--- config.mk ---
export PLATFORM = sky130hd
export DESIGN_NAME = ising_metropolis_site_update_unit
export DESIGN_NICKNAME = d
export VERILOG_FILES = /design/src/hdl/isu_pkg.sv /design/src/hdl/isu_ctrl.sv /design/src/hdl/isu_datapath.sv /design/src/hdl/ising_metropolis_site_update_unit.sv
export SDC_FILE = /design/constraint.sdc
export NUM_CORES = 2
export LEC_CHECK = 0
export BUFFER_PORTS_ARGS = -buffer_cell sky130_fd_sc_hd__buf_2
export CAP_MARGIN = 30
export CORE_UTILIZATION = 45
export DETAILED_ROUTE_END_ITERATION = 6
export HOLD_SLACK_MARGIN = 0.15
export PLACE_DENSITY = 0.6
export SLEW_MARGIN = 20
export SYNTH_ARGS = -nofsm -noshare
export SYNTH_HDL_FRONTEND = slang
export SYNTH_SLANG_ARGS = --single-unit
--- constraint.sdc ---
create_clock -name clk -period 40.2 [get_ports clk]
set_input_delay 4.02 -clock clk [delete_from_list [all_inputs] [get_ports clk]]
set_output_delay 4.02 -clock clk [all_outputs]
set_load 0.05 [all_outputs]
--- src/hdl/isu_pkg.sv ---
// shared types, constants and elaboration helpers for the spin-flip update unit
// no dependencies; used by the controller, datapath and top level
package isu_pkg;

    // spin store geometry
    localparam int ADDR_W      = 10;
    localparam int STORE_DEPTH = 1024;

    // dimension and read sequencing widths
    localparam int MAX_DIMS = 4;
    localparam int DIM_W    = 2;
    localparam int RD_W     = 4;

    // constant-divisor unit: x * recip >> RECIP_SHIFT
    localparam int RECIP_SHIFT = 20;
    localparam int RECIP_W     = 20;
    localparam int DIV_W       = ADDR_W + 1;
    localparam int PROD_W      = ADDR_W + RECIP_W;

    // field widths
    localparam int CMD_W  = 2;
    localparam int RND_W  = 16;
    localparam int THR_W  = 16;
    localparam int NSUM_W = 5;
    localparam int BOND_W = 4;
    localparam int CFG_W  = 2;

    // defaults for the top-level parameters
    localparam int SIDE_DEFAULT = 32;
    localparam int DIMS_DEFAULT = 2;

    // command codes (the unused code behaves as a query)
    localparam logic [CMD_W-1:0] CMD_WRITE  = 2'd0;
    localparam logic [CMD_W-1:0] CMD_UPDATE = 2'd1;
    localparam logic [CMD_W-1:0] CMD_QUERY  = 2'd2;

    // controller to datapath commands
    typedef struct packed {
        logic              capture;
        logic              dm_mul;
        logic              dm_sub;
        logic              dm_fix;
        logic              dm_total;
        logic [DIM_W-1:0]  dim;
        logic              wr_spin;
        logic              rd_issue;
        logic [RD_W-1:0]   rd_idx;
        logic              rd_take;
        logic [RD_W-1:0]   take_idx;
        logic              decide;
        logic              finish;
        logic              clr_we;
        logic [ADDR_W-1:0] clr_addr;
    } ctrl_cmd_t;

    // datapath to controller status
    typedef struct packed {
        logic is_write;
        logic is_update;
    } dp_status_t;

    // side raised to the number of dimensions
    function automatic longint unsigned isu_power(input int side, input int dims);
        longint unsigned acc;
        acc = 1;
        for (int i = 0; i < dims; i++) begin
            acc = acc * longint'(side);
        end
        return acc;
    endfunction

    // stride of one dimension, reduced to a store address
    function automatic logic [ADDR_W-1:0] isu_stride_mod(input int side, input int dim);
        longint unsigned s;
        s = isu_power(side, dim);
        return ADDR_W'(s & longint'(STORE_DEPTH - 1));
    endfunction

    // wrap distance (side-1)*stride, reduced to a store address
    function automatic logic [ADDR_W-1:0] isu_wrap_mod(input int side, input int dim);
        longint unsigned s;
        s = isu_power(side, dim) * longint'(side - 1);
        return ADDR_W'(s & longint'(STORE_DEPTH - 1));
    endfunction

endpackage

--- src/hdl/isu_ctrl.sv ---
// sequencer for the spin-flip update unit: clear pass, index split, reads, decision
// depends on isu_pkg
module isu_ctrl #(
    parameter int DIMS = isu_pkg::DIMS_DEFAULT
) (
    input  logic                 clk,
    input  logic                 rst_n,
    input  logic                 start,
    output logic                 busy,
    output logic                 done,
    input  isu_pkg::dp_status_t  status,
    output isu_pkg::ctrl_cmd_t   cmd
);
    import isu_pkg::*;

    localparam logic [3:0] S_CLEAR  = 4'd0;
    localparam logic [3:0] S_IDLE   = 4'd1;
    localparam logic [3:0] S_MUL    = 4'd2;
    localparam logic [3:0] S_SUB    = 4'd3;
    localparam logic [3:0] S_FIX    = 4'd4;
    localparam logic [3:0] S_WRITE  = 4'd5;
    localparam logic [3:0] S_READ   = 4'd6;
    localparam logic [3:0] S_LAST   = 4'd7;
    localparam logic [3:0] S_DECIDE = 4'd8;
    localparam logic [3:0] S_OUT    = 4'd9;

    logic [3:0]        state_reg, state_next;
    logic [ADDR_W-1:0] clr_reg, clr_next;
    logic              total_reg, total_next;
    logic [DIM_W-1:0]  dim_reg, dim_next;
    logic [RD_W-1:0]   rd_reg, rd_next;
    logic              done_reg, done_next;

    assign busy = (state_reg != S_IDLE);
    assign done = done_reg;

    // next state and command decode
    always_comb
    begin
        state_next = state_reg;
        clr_next   = clr_reg;
        total_next = total_reg;
        dim_next   = dim_reg;
        rd_next    = rd_reg;
        done_next  = 1'b0;
        cmd        = '0;
        cmd.dm_total = total_reg;
        cmd.dim      = dim_reg;
        cmd.rd_idx   = rd_reg;
        cmd.take_idx = rd_reg - 1'b1;
        cmd.clr_addr = clr_reg;
        case (state_reg)
            S_CLEAR:
            begin
                cmd.clr_we = 1'b1;
                clr_next   = clr_reg + 1'b1;
                if (clr_reg == ADDR_W'(STORE_DEPTH - 1))
                begin
                    state_next = S_IDLE;
                end
            end
            S_IDLE:
            begin
                if (start)
                begin
                    cmd.capture = 1'b1;
                    total_next  = 1'b1;
                    dim_next    = '0;
                    state_next  = S_MUL;
                end
            end
            S_MUL:
            begin
                cmd.dm_mul = 1'b1;
                state_next = S_SUB;
            end
            S_SUB:
            begin
                cmd.dm_sub = 1'b1;
                state_next = S_FIX;
            end
            S_FIX:
            begin
                cmd.dm_fix = 1'b1;
                if (total_reg)
                begin
                    total_next = 1'b0;
                    state_next = S_MUL;
                end
                else if (dim_reg == DIM_W'(DIMS - 1))
                begin
                    rd_next    = '0;
                    state_next = status.is_write ? S_WRITE : S_READ;
                end
                else
                begin
                    dim_next   = dim_reg + 1'b1;
                    state_next = S_MUL;
                end
            end
            S_WRITE:
            begin
                cmd.wr_spin = 1'b1;
                state_next  = S_READ;
            end
            S_READ:
            begin
                // issue one read, take the previous one
                cmd.rd_issue = 1'b1;
                cmd.rd_take  = (rd_reg != '0);
                rd_next      = rd_reg + 1'b1;
                if (rd_reg == RD_W'(2 * DIMS))
                begin
                    state_next = S_LAST;
                end
            end
            S_LAST:
            begin
                cmd.rd_take = 1'b1;
                state_next  = S_DECIDE;
            end
            S_DECIDE:
            begin
                cmd.decide = 1'b1;
                state_next = S_OUT;
            end
            S_OUT:
            begin
                cmd.finish = 1'b1;
                done_next  = 1'b1;
                state_next = S_IDLE;
            end
            default:
            begin
                state_next = S_IDLE;
            end
        endcase
    end

    // control registers
    always_ff @(posedge clk or negedge rst_n)
    begin
        if (!rst_n)
        begin
            state_reg <= S_CLEAR;
            clr_reg   <= '0;
            total_reg <= 1'b0;
            dim_reg   <= '0;
            rd_reg    <= '0;
            done_reg  <= 1'b0;
        end
        else
        begin
            state_reg <= state_next;
            clr_reg   <= clr_next;
            total_reg <= total_next;
            dim_reg   <= dim_next;
            rd_reg    <= rd_next;
            done_reg  <= done_next;
        end
    end

endmodule

--- src/hdl/isu_datapath.sv ---
// datapath of the spin-flip update unit: spin store, index split, neighbor sums,
// acceptance test and result registers; depends on isu_pkg
module isu_datapath #(
    parameter int SIDE = isu_pkg::SIDE_DEFAULT,
    parameter int DIMS = isu_pkg::DIMS_DEFAULT
) (
    input  logic                                clk,
    input  logic                                rst_n,
    input  isu_pkg::ctrl_cmd_t                  cmd,
    output isu_pkg::dp_status_t                 status,
    input  logic [isu_pkg::CMD_W-1:0]           command,
    input  logic [isu_pkg::ADDR_W-1:0]          site_index,
    input  logic                                spin_value,
    input  logic [isu_pkg::RND_W-1:0]           random_value,
    input  logic                                cfg_valid,
    input  logic [isu_pkg::CFG_W-1:0]           cfg_index,
    input  logic [isu_pkg::THR_W-1:0]           cfg_data,
    output logic                                spin_after,
    output logic                                flipped,
    output logic signed [isu_pkg::NSUM_W-1:0]   neighbour_sum,
    output logic signed [isu_pkg::BOND_W-1:0]   bond_energy
);
    import isu_pkg::*;

    localparam int NB_N = 2 * DIMS;
    localparam int NB_W = $clog2(NB_N);

    // constant divisors, clipped where the quotient is always zero
    localparam longint unsigned Total = isu_power(SIDE, DIMS);
    localparam int unsigned RecipTotal =
        (Total >= longint'(STORE_DEPTH)) ? 0 : int'((64'd1 << RECIP_SHIFT) / Total);
    localparam int unsigned ClipTotal =
        (Total >= longint'(STORE_DEPTH)) ? STORE_DEPTH : int'(Total);
    localparam int unsigned RecipSide =
        (SIDE >= STORE_DEPTH) ? 0 : (1 << RECIP_SHIFT) / SIDE;
    localparam int unsigned ClipSide = (SIDE >= STORE_DEPTH) ? STORE_DEPTH : SIDE;

    logic [CMD_W-1:0]   cmd_reg;
    logic [ADDR_W-1:0]  x_reg;
    logic               wval_reg;
    logic [RND_W-1:0]   rnd_reg;
    logic [PROD_W-1:0]  prod_reg;
    logic [ADDR_W-1:0]  quo_reg;
    logic [DIV_W-1:0]   rem_reg;
    logic [ADDR_W-1:0]  linear_reg;
    logic [ADDR_W-1:0]  digit_reg [MAX_DIMS];
    logic               site_reg;
    logic [NB_N-1:0]    nb_reg;
    logic [NB_N-1:0]    alias_reg;
    logic               flip_reg;
    logic [THR_W-1:0]   thr_reg [4];
    logic               spin_mem [STORE_DEPTH];
    logic               rd_data_reg;

    logic                     spin_after_reg;
    logic                     flipped_reg;
    logic signed [NSUM_W-1:0] nsum_out_reg;
    logic signed [BOND_W-1:0] bond_out_reg;

    logic [ADDR_W-1:0] step_c [MAX_DIMS];
    logic [ADDR_W-1:0] wrap_c [MAX_DIMS];

    logic [RECIP_W-1:0] recip_sel;
    logic [DIV_W-1:0]   clip_sel;
    logic               fix_need;
    logic [DIV_W-1:0]   rem_fixed;
    logic [ADDR_W-1:0]  quo_fixed;

    logic [RD_W-1:0]   rd_j;
    logic [RD_W-1:0]   take_j;
    logic [DIM_W-1:0]  dim_sel;
    logic [ADDR_W-1:0] digit_sel;
    logic [ADDR_W-1:0] rd_addr;

    logic              mem_we;
    logic [ADDR_W-1:0] mem_wa;
    logic              mem_wd;

    logic [3:0]               ones_all;
    logic [2:0]               ones_fwd;
    logic signed [NSUM_W-1:0] nsum_c;
    logic signed [BOND_W-1:0] fsum_c;
    logic signed [NSUM_W-1:0] aligned_c;
    logic [THR_W-1:0]         thr_sel;
    logic                     accept_c;
    logic                     flip_now;

    assign status.is_write  = (cmd_reg == CMD_WRITE);
    assign status.is_update = (cmd_reg == CMD_UPDATE);

    // per-dimension step and wrap distances in store address space
    for (genvar g = 0; g < MAX_DIMS; g++)
    begin : g_dist
        assign step_c[g] = isu_stride_mod(SIDE, g);
        assign wrap_c[g] = isu_wrap_mod(SIDE, g);
    end

    // divisor select and quotient correction
    assign recip_sel = cmd.dm_total ? RECIP_W'(RecipTotal) : RECIP_W'(RecipSide);
    assign clip_sel  = cmd.dm_total ? DIV_W'(ClipTotal) : DIV_W'(ClipSide);
    assign fix_need  = (rem_reg >= clip_sel);
    assign rem_fixed = fix_need ? (rem_reg - clip_sel) : rem_reg;
    assign quo_fixed = quo_reg + ADDR_W'(fix_need);

    // neighbor address: site first, then forward and backward per dimension
    assign rd_j      = cmd.rd_idx - 1'b1;
    assign take_j    = cmd.take_idx - 1'b1;
    assign dim_sel   = rd_j[DIM_W:1];
    assign digit_sel = digit_reg[dim_sel];

    always_comb
    begin
        if (cmd.rd_idx == '0)
        begin
            rd_addr = linear_reg;
        end
        else if (!rd_j[0])
        begin
            rd_addr = (digit_sel == ADDR_W'(SIDE - 1)) ? (linear_reg - wrap_c[dim_sel])
                                                        : (linear_reg + step_c[dim_sel]);
        end
        else
        begin
            rd_addr = (digit_sel == '0) ? (linear_reg + wrap_c[dim_sel])
                                        : (linear_reg - step_c[dim_sel]);
        end
    end

    // neighbor counts from the collected spins
    always_comb
    begin
        ones_all = '0;
        ones_fwd = '0;
        for (int i = 0; i < NB_N; i++)
        begin
            ones_all = ones_all + 4'(nb_reg[i]);
            if ((i % 2) == 0)
            begin
                ones_fwd = ones_fwd + 3'(nb_reg[i]);
            end
        end
        nsum_c = $signed(5'({ones_all, 1'b0}) - 5'(2 * DIMS));
        fsum_c = $signed(4'({ones_fwd, 1'b0}) - 4'(DIMS));
    end

    // acceptance test on s * sum, energy rise of 2 * s * sum
    assign aligned_c = site_reg ? nsum_c : -nsum_c;

    always_comb
    begin
        case (aligned_c[3:1])
            3'd1:    thr_sel = thr_reg[0];
            3'd2:    thr_sel = thr_reg[1];
            3'd3:    thr_sel = thr_reg[2];
            default: thr_sel = thr_reg[3];
        endcase
        accept_c = aligned_c[NSUM_W-1] || (aligned_c == '0) || (rnd_reg < thr_sel);
    end

    assign flip_now = cmd.decide && status.is_update && accept_c;

    // store write port: clear pass, site write, or flip
    always_comb
    begin
        mem_we = 1'b0;
        mem_wa = linear_reg;
        mem_wd = wval_reg;
        if (cmd.clr_we)
        begin
            mem_we = 1'b1;
            mem_wa = cmd.clr_addr;
            mem_wd = 1'b1;
        end
        else if (cmd.wr_spin)
        begin
            mem_we = 1'b1;
        end
        else if (flip_now)
        begin
            mem_we = 1'b1;
            mem_wd = !site_reg;
        end
    end

    // spin store with registered read
    always_ff @(posedge clk)
    begin
        if (mem_we)
        begin
            spin_mem[mem_wa] <= mem_wd;
        end
        if (cmd.rd_issue)
        begin
            rd_data_reg <= spin_mem[rd_addr];
        end
    end

    // working registers
    always_ff @(posedge clk)
    begin
        if (cmd.capture)
        begin
            cmd_reg  <= command;
            x_reg    <= site_index;
            wval_reg <= spin_value;
            rnd_reg  <= random_value;
        end
        if (cmd.dm_mul)
        begin
            prod_reg <= PROD_W'(x_reg) * PROD_W'(recip_sel);
        end
        if (cmd.dm_sub)
        begin
            quo_reg <= prod_reg[PROD_W-1:RECIP_SHIFT];
            rem_reg <= DIV_W'(x_reg)
                       - DIV_W'(prod_reg[PROD_W-1:RECIP_SHIFT] * clip_sel);
        end
        if (cmd.dm_fix)
        begin
            if (cmd.dm_total)
            begin
                linear_reg <= rem_fixed[ADDR_W-1:0];
                x_reg      <= rem_fixed[ADDR_W-1:0];
            end
            else
            begin
                digit_reg[cmd.dim] <= rem_fixed[ADDR_W-1:0];
                x_reg              <= quo_fixed;
            end
        end
        if (cmd.rd_issue && (cmd.rd_idx != '0))
        begin
            alias_reg[rd_j[NB_W-1:0]] <= (rd_addr == linear_reg);
        end
        if (cmd.rd_take)
        begin
            if (cmd.take_idx == '0)
            begin
                site_reg <= rd_data_reg;
            end
            else
            begin
                nb_reg[take_j[NB_W-1:0]] <= rd_data_reg;
            end
        end
        // a flip also shows in any neighbor that shares the site's address
        if (cmd.decide)
        begin
            flip_reg <= flip_now;
            site_reg <= site_reg ^ flip_now;
            nb_reg   <= nb_reg ^ (alias_reg & {NB_N{flip_now}});
        end
        if (cmd.finish)
        begin
            spin_after_reg <= site_reg;
            flipped_reg    <= flip_reg;
            nsum_out_reg   <= nsum_c;
            bond_out_reg   <= site_reg ? fsum_c : -fsum_c;
        end
    end

    // threshold registers
    always_ff @(posedge clk or negedge rst_n)
    begin
        if (!rst_n)
        begin
            for (int i = 0; i < 4; i++)
            begin
                thr_reg[i] <= '0;
            end
        end
        else if (cfg_valid)
        begin
            thr_reg[cfg_index] <= cfg_data;
        end
    end

    assign spin_after    = spin_after_reg;
    assign flipped       = flipped_reg;
    assign neighbour_sum = nsum_out_reg;
    assign bond_energy   = bond_out_reg;

endmodule

--- src/hdl/ising_metropolis_site_update_unit.sv ---
// top level of the spin-flip update unit: controller plus datapath
// depends on isu_pkg, isu_ctrl and isu_datapath
//
// Keeps a periodic grid of DIMS dimensions with SIDE sites each as one spin bit
// per site (1 up, 0 down) in a 1024-entry store; larger grids alias modulo 1024.
// After reset the unit sweeps every store entry to all-up with busy high.
// A command transfers at a rising edge with start high and busy low. Its result
// follows passes of the shared constant divider, one per index digit plus one,
// a store write for a site write, and one store read per neighbor and for the
// site. The result shows for exactly one cycle with done high; the receiver
// cannot stall it, so it must take it then. busy is already low in that cycle,
// so the next command may transfer there. The user must write thresholds through
// the cfg port (always ready) only while idle; the block does not enforce it.
module ising_metropolis_site_update_unit #(
    parameter int SIDE = isu_pkg::SIDE_DEFAULT,
    parameter int DIMS = isu_pkg::DIMS_DEFAULT
) (
    input  logic                                clk,
    input  logic                                rst_n,
    input  logic                                start,
    output logic                                busy,
    input  logic [isu_pkg::CMD_W-1:0]           command,
    input  logic [isu_pkg::ADDR_W-1:0]          site_index,
    input  logic                                spin_value,
    input  logic [isu_pkg::RND_W-1:0]           random_value,
    output logic                                done,
    output logic                                spin_after,
    output logic                                flipped,
    output logic signed [isu_pkg::NSUM_W-1:0]   neighbour_sum,
    output logic signed [isu_pkg::BOND_W-1:0]   bond_energy,
    input  logic                                cfg_valid,
    output logic                                cfg_ready,
    input  logic [isu_pkg::CFG_W-1:0]           cfg_index,
    input  logic [isu_pkg::THR_W-1:0]           cfg_data
);
    import isu_pkg::*;

    ctrl_cmd_t  cmd;
    dp_status_t status;

    // threshold writes never wait
    assign cfg_ready = 1'b1;

    isu_ctrl #(
        .DIMS (DIMS)
    ) u_ctrl (
        .clk    (clk),
        .rst_n  (rst_n),
        .start  (start),
        .busy   (busy),
        .done   (done),
        .status (status),
        .cmd    (cmd)
    );

    isu_datapath #(
        .SIDE (SIDE),
        .DIMS (DIMS)
    ) u_datapath (
        .clk           (clk),
        .rst_n         (rst_n),
        .cmd           (cmd),
        .status        (status),
        .command       (command),
        .site_index    (site_index),
        .spin_value    (spin_value),
        .random_value  (random_value),
        .cfg_valid     (cfg_valid && cfg_ready),
        .cfg_index     (cfg_index),
        .cfg_data      (cfg_data),
        .spin_after    (spin_after),
        .flipped       (flipped),
        .neighbour_sum (neighbour_sum),
        .bond_energy   (bond_energy)
    );

endmodule

==> results by group <==
Status
  • Status: completed

Critical path
  • Crit end category: flop
  • Worst r2r dst: u_datapath.spin_mem[468]
  • Crit-path slowest cell: fa_1
  • Startpoint type of the worst setup path: flop
  • CP Class: flop to flop
  • Worst path arrival time: about 9.4 ns
  • Crit path buffers/inverters: 5
  • Worst reg2reg startpoint: u_datapath.nb_reg[0]
  • Delay of the slowest cell on the worst path: slightly below 0.9 ns
  • Worst r2r path cells: 25
  • CP max FO: about 240
  • Flop2flop setup slack: 31.34 ns
  • Worst Path Required: slightly above 40 ns
  • Most used cell, CP: a21o_1
  • Crit-path leading delay family: buffers and inverters

Clocking
  • Hold_buf cts: 0
  • Clk slew on worst S/H paths: about 0.06 ns
  • Cts bufs inserted: about 140
  • Root buffer cell: clkbuf_16
  • H-tree levels: 4
  • Post-CTS Setup Bufs: 0
  • Worst-Skew Late Latency: 0.76 ns
  • CTS tree: done
  • Post-CTS sizing: 0
  • Clk sink count: 1228
  • Clock tree buffer depth: 3

Synth
  • Simple-gate share of the synthesized area: 0.172
  • #FFs+latches synth: 1228
  • Sequential element share of the synthesized area: 0.645
  • Fraction of the mapped netlist area in compound gates: 0.0596
  • Post-Syn Area: roughly 57000 sq um
  • Async S/R FF share, synth: 0.0700
  • Cells after Synth: 4879
  • Mux contribution to synthesized area: 0.0620
  • Synth Area in Adders: 0.0160
  • Yosys warning total: 0
  • EDFF count, synth: 1142
  • Ys flop type: edfxtp_1
  • Largest family of logic cells by synthesized area: simple AND/OR/NAND/NOR gates
  • Syn_area_per_cell: 11.6 sq um
  • Post-Synth XOR/XNOR Area: 0.00775
  • Yosys cell types: between 80 and 90

Timing
  • Worst Clk Skew: 0.0449 ns
  • Final worst-path cycle share: 0.220
  • Rel. slew slack: 0.220
  • Final Hold Vio Count: 0
  • Min Tclk post-route: 8.86 ns
  • Achievable Freq: 113 MHz
  • RSZ-0062 raised after global routing: false
  • Hold Slack: 0.452 ns
  • Final Max Tran Viols: 0
  • Least-Margin Pin Slew: 1.17 ns
  • Setup TNS Final: 0 ns
  • Post-route setup slack: about 31 ns
  • Final setup vio count: 0

Global route
  • Initial antenna violation count: 2
  • First-pass GRT wire length: 248 mm
  • GRT Total Usage: 0.266
  • Total gr overflow: 0
  • Number of global-route vias before repair: 37000
  • Largest net degree at the start of global routing: 273

Route
  • # DRC: 0
  • DR WL/cell: 26.0 um
  • First drt pass iteration count: 5
  • Top sig layer: met4
  • Vias: between 30000 and 40000
  • Vias per cell: 6.02
  • Metal3 WL: 17.4 mm
  • Met2 wire length: 77.7 mm
  • Antenna Nets Post-Route: 0
  • Total Wirelength: 170 mm
  • Initial DRC count: a little over 5000
  • Met1 WL: 69.1 mm

Floorplanning
  • Initial core utilization: 0.455
  • Die X: ~360 um
  • Core box area: 124000 sq um
  • Die ar.: 127000 sq um
  • Placement row count: 129
  • IO Pins: 65
  • Die Y: 356 um

Place
  • Setup WS pre-CTS: 31.06 ns
  • DP HPWL: 87.8 mm
  • RD Place Congestion: 0.843
  • Port Buffers: 61

Min path
  • Hold Path Stages: 0
  • WHS Endpoint: u_datapath.flipped
  • Hold Crit Start: u_datapath.flip_reg
  • Worst Hold Class: flop to flop

Final layout
  • Area Overhead vs Synth: 11.4%
  • Layout cells sized above 1: 0.118
  • Fin util: 0.507
  • Max reg flops: 1024
  • Final net count: 4916

Job
  • Max-cap viol count: 0
## per-stage QoR
step                cells  instance area [sq um]
global placement     6255                  58200
finish               6535                  62900
floorplan            4880                  56500
detailed placement   6286                  58700
CTS                  6525                  62800
global route         6534                  62900
## cells in the mapped netlist, drive strengths merged (37+ instances only)
library cell  number  area (sq um)
inv               56           210
dfrtp             86          2150
ha                66           826
mux2              70           792
edfxtp          1142         34300
buf              169          1010
a21oi             58           298
nor2            1107          4160
nand3            315          1580
o21ai             60           300
nand4             44           275
nand2            747          2810
a31oi             45           297
mux4              71          1600
mux2i            111          1110
a211oi            37           278
clkbuf           246           923
## cell usage in the layout, fill, tap and decap left out, types with 19 or more instances in the layout
cell type  count
edfxtp_1    1142
nor2_1      1105
nand2_1      744
nand3_1      315
clkbuf_16    141
mux2i_1      109
buf_4         89
dfrtp_1       86
mux4_2        71
mux2_2        69
ha_1          66
buf_2         60
inv_1         56
a21oi_1       56
o21ai_0       50
nand4_1       44
a31oi_1       44
a211oi_1      37
and3_1        33
clkinv_1      32
a311oi_1      32
a32oi_1       32
clkbuf_1      32
o21bai_4      31
xnor2_1       27
nor3_1        25
buf_8         24
xor2_1        23
o211a_1       23
clkinv_2      21
o211ai_1      19
## metal layers
layer / up-vias / GRT usage
met5: - / 0
met4: 0 / 0.0909
met3: 328 / 0.0475
met2: 1987 / 0.414
met1: 19800 / 0.376
li1: 17200 / -
## cell families after synthesis
group,count (synthesis)
adder cells (fa/ha/maj),70
flip-flops,1228
AND/OR/NAND/NOR,2349
XOR/XNOR,50
other,2
buffers and inverters,472
multiplexers,252
AO/OA/AOI/OAI,456
## how the worst max path moves through the flow
stage,startpoint,endpoint,slack (ns),cells past startpoint
3_3_place_gp,u_datapath.nb_reg[0],u_datapath.spin_mem[536],31.26,24
3_5_place_dp,u_datapath.nb_reg[0],u_datapath.spin_mem[581],31.06,21
5_1_grt,u_datapath.nb_reg[0],u_datapath.spin_mem[468],30.57,25
4_1_cts,u_datapath.nb_reg[0],u_datapath.spin_mem[468],31.02,21
2_1_floorplan,u_datapath.nb_reg[0],u_datapath.spin_mem[0],20.90,23
6_report,u_datapath.nb_reg[0],u_datapath.spin_mem[468],31.34,25
## cell type report
class	instances	area, sq um
tap	1637	2050
sequential	1228	36400
antenna	2	5.00
inverter	57	214
clock inverter	65	432
clock buffer	174	3660
fill	11000	61200
timing repair buffer	192	1720
multi-input combinational	3180	18400
Power is left out: the tool's default activity adds up to more than one toggle a clock period on the data nets, which glitch-free logic cannot reach.
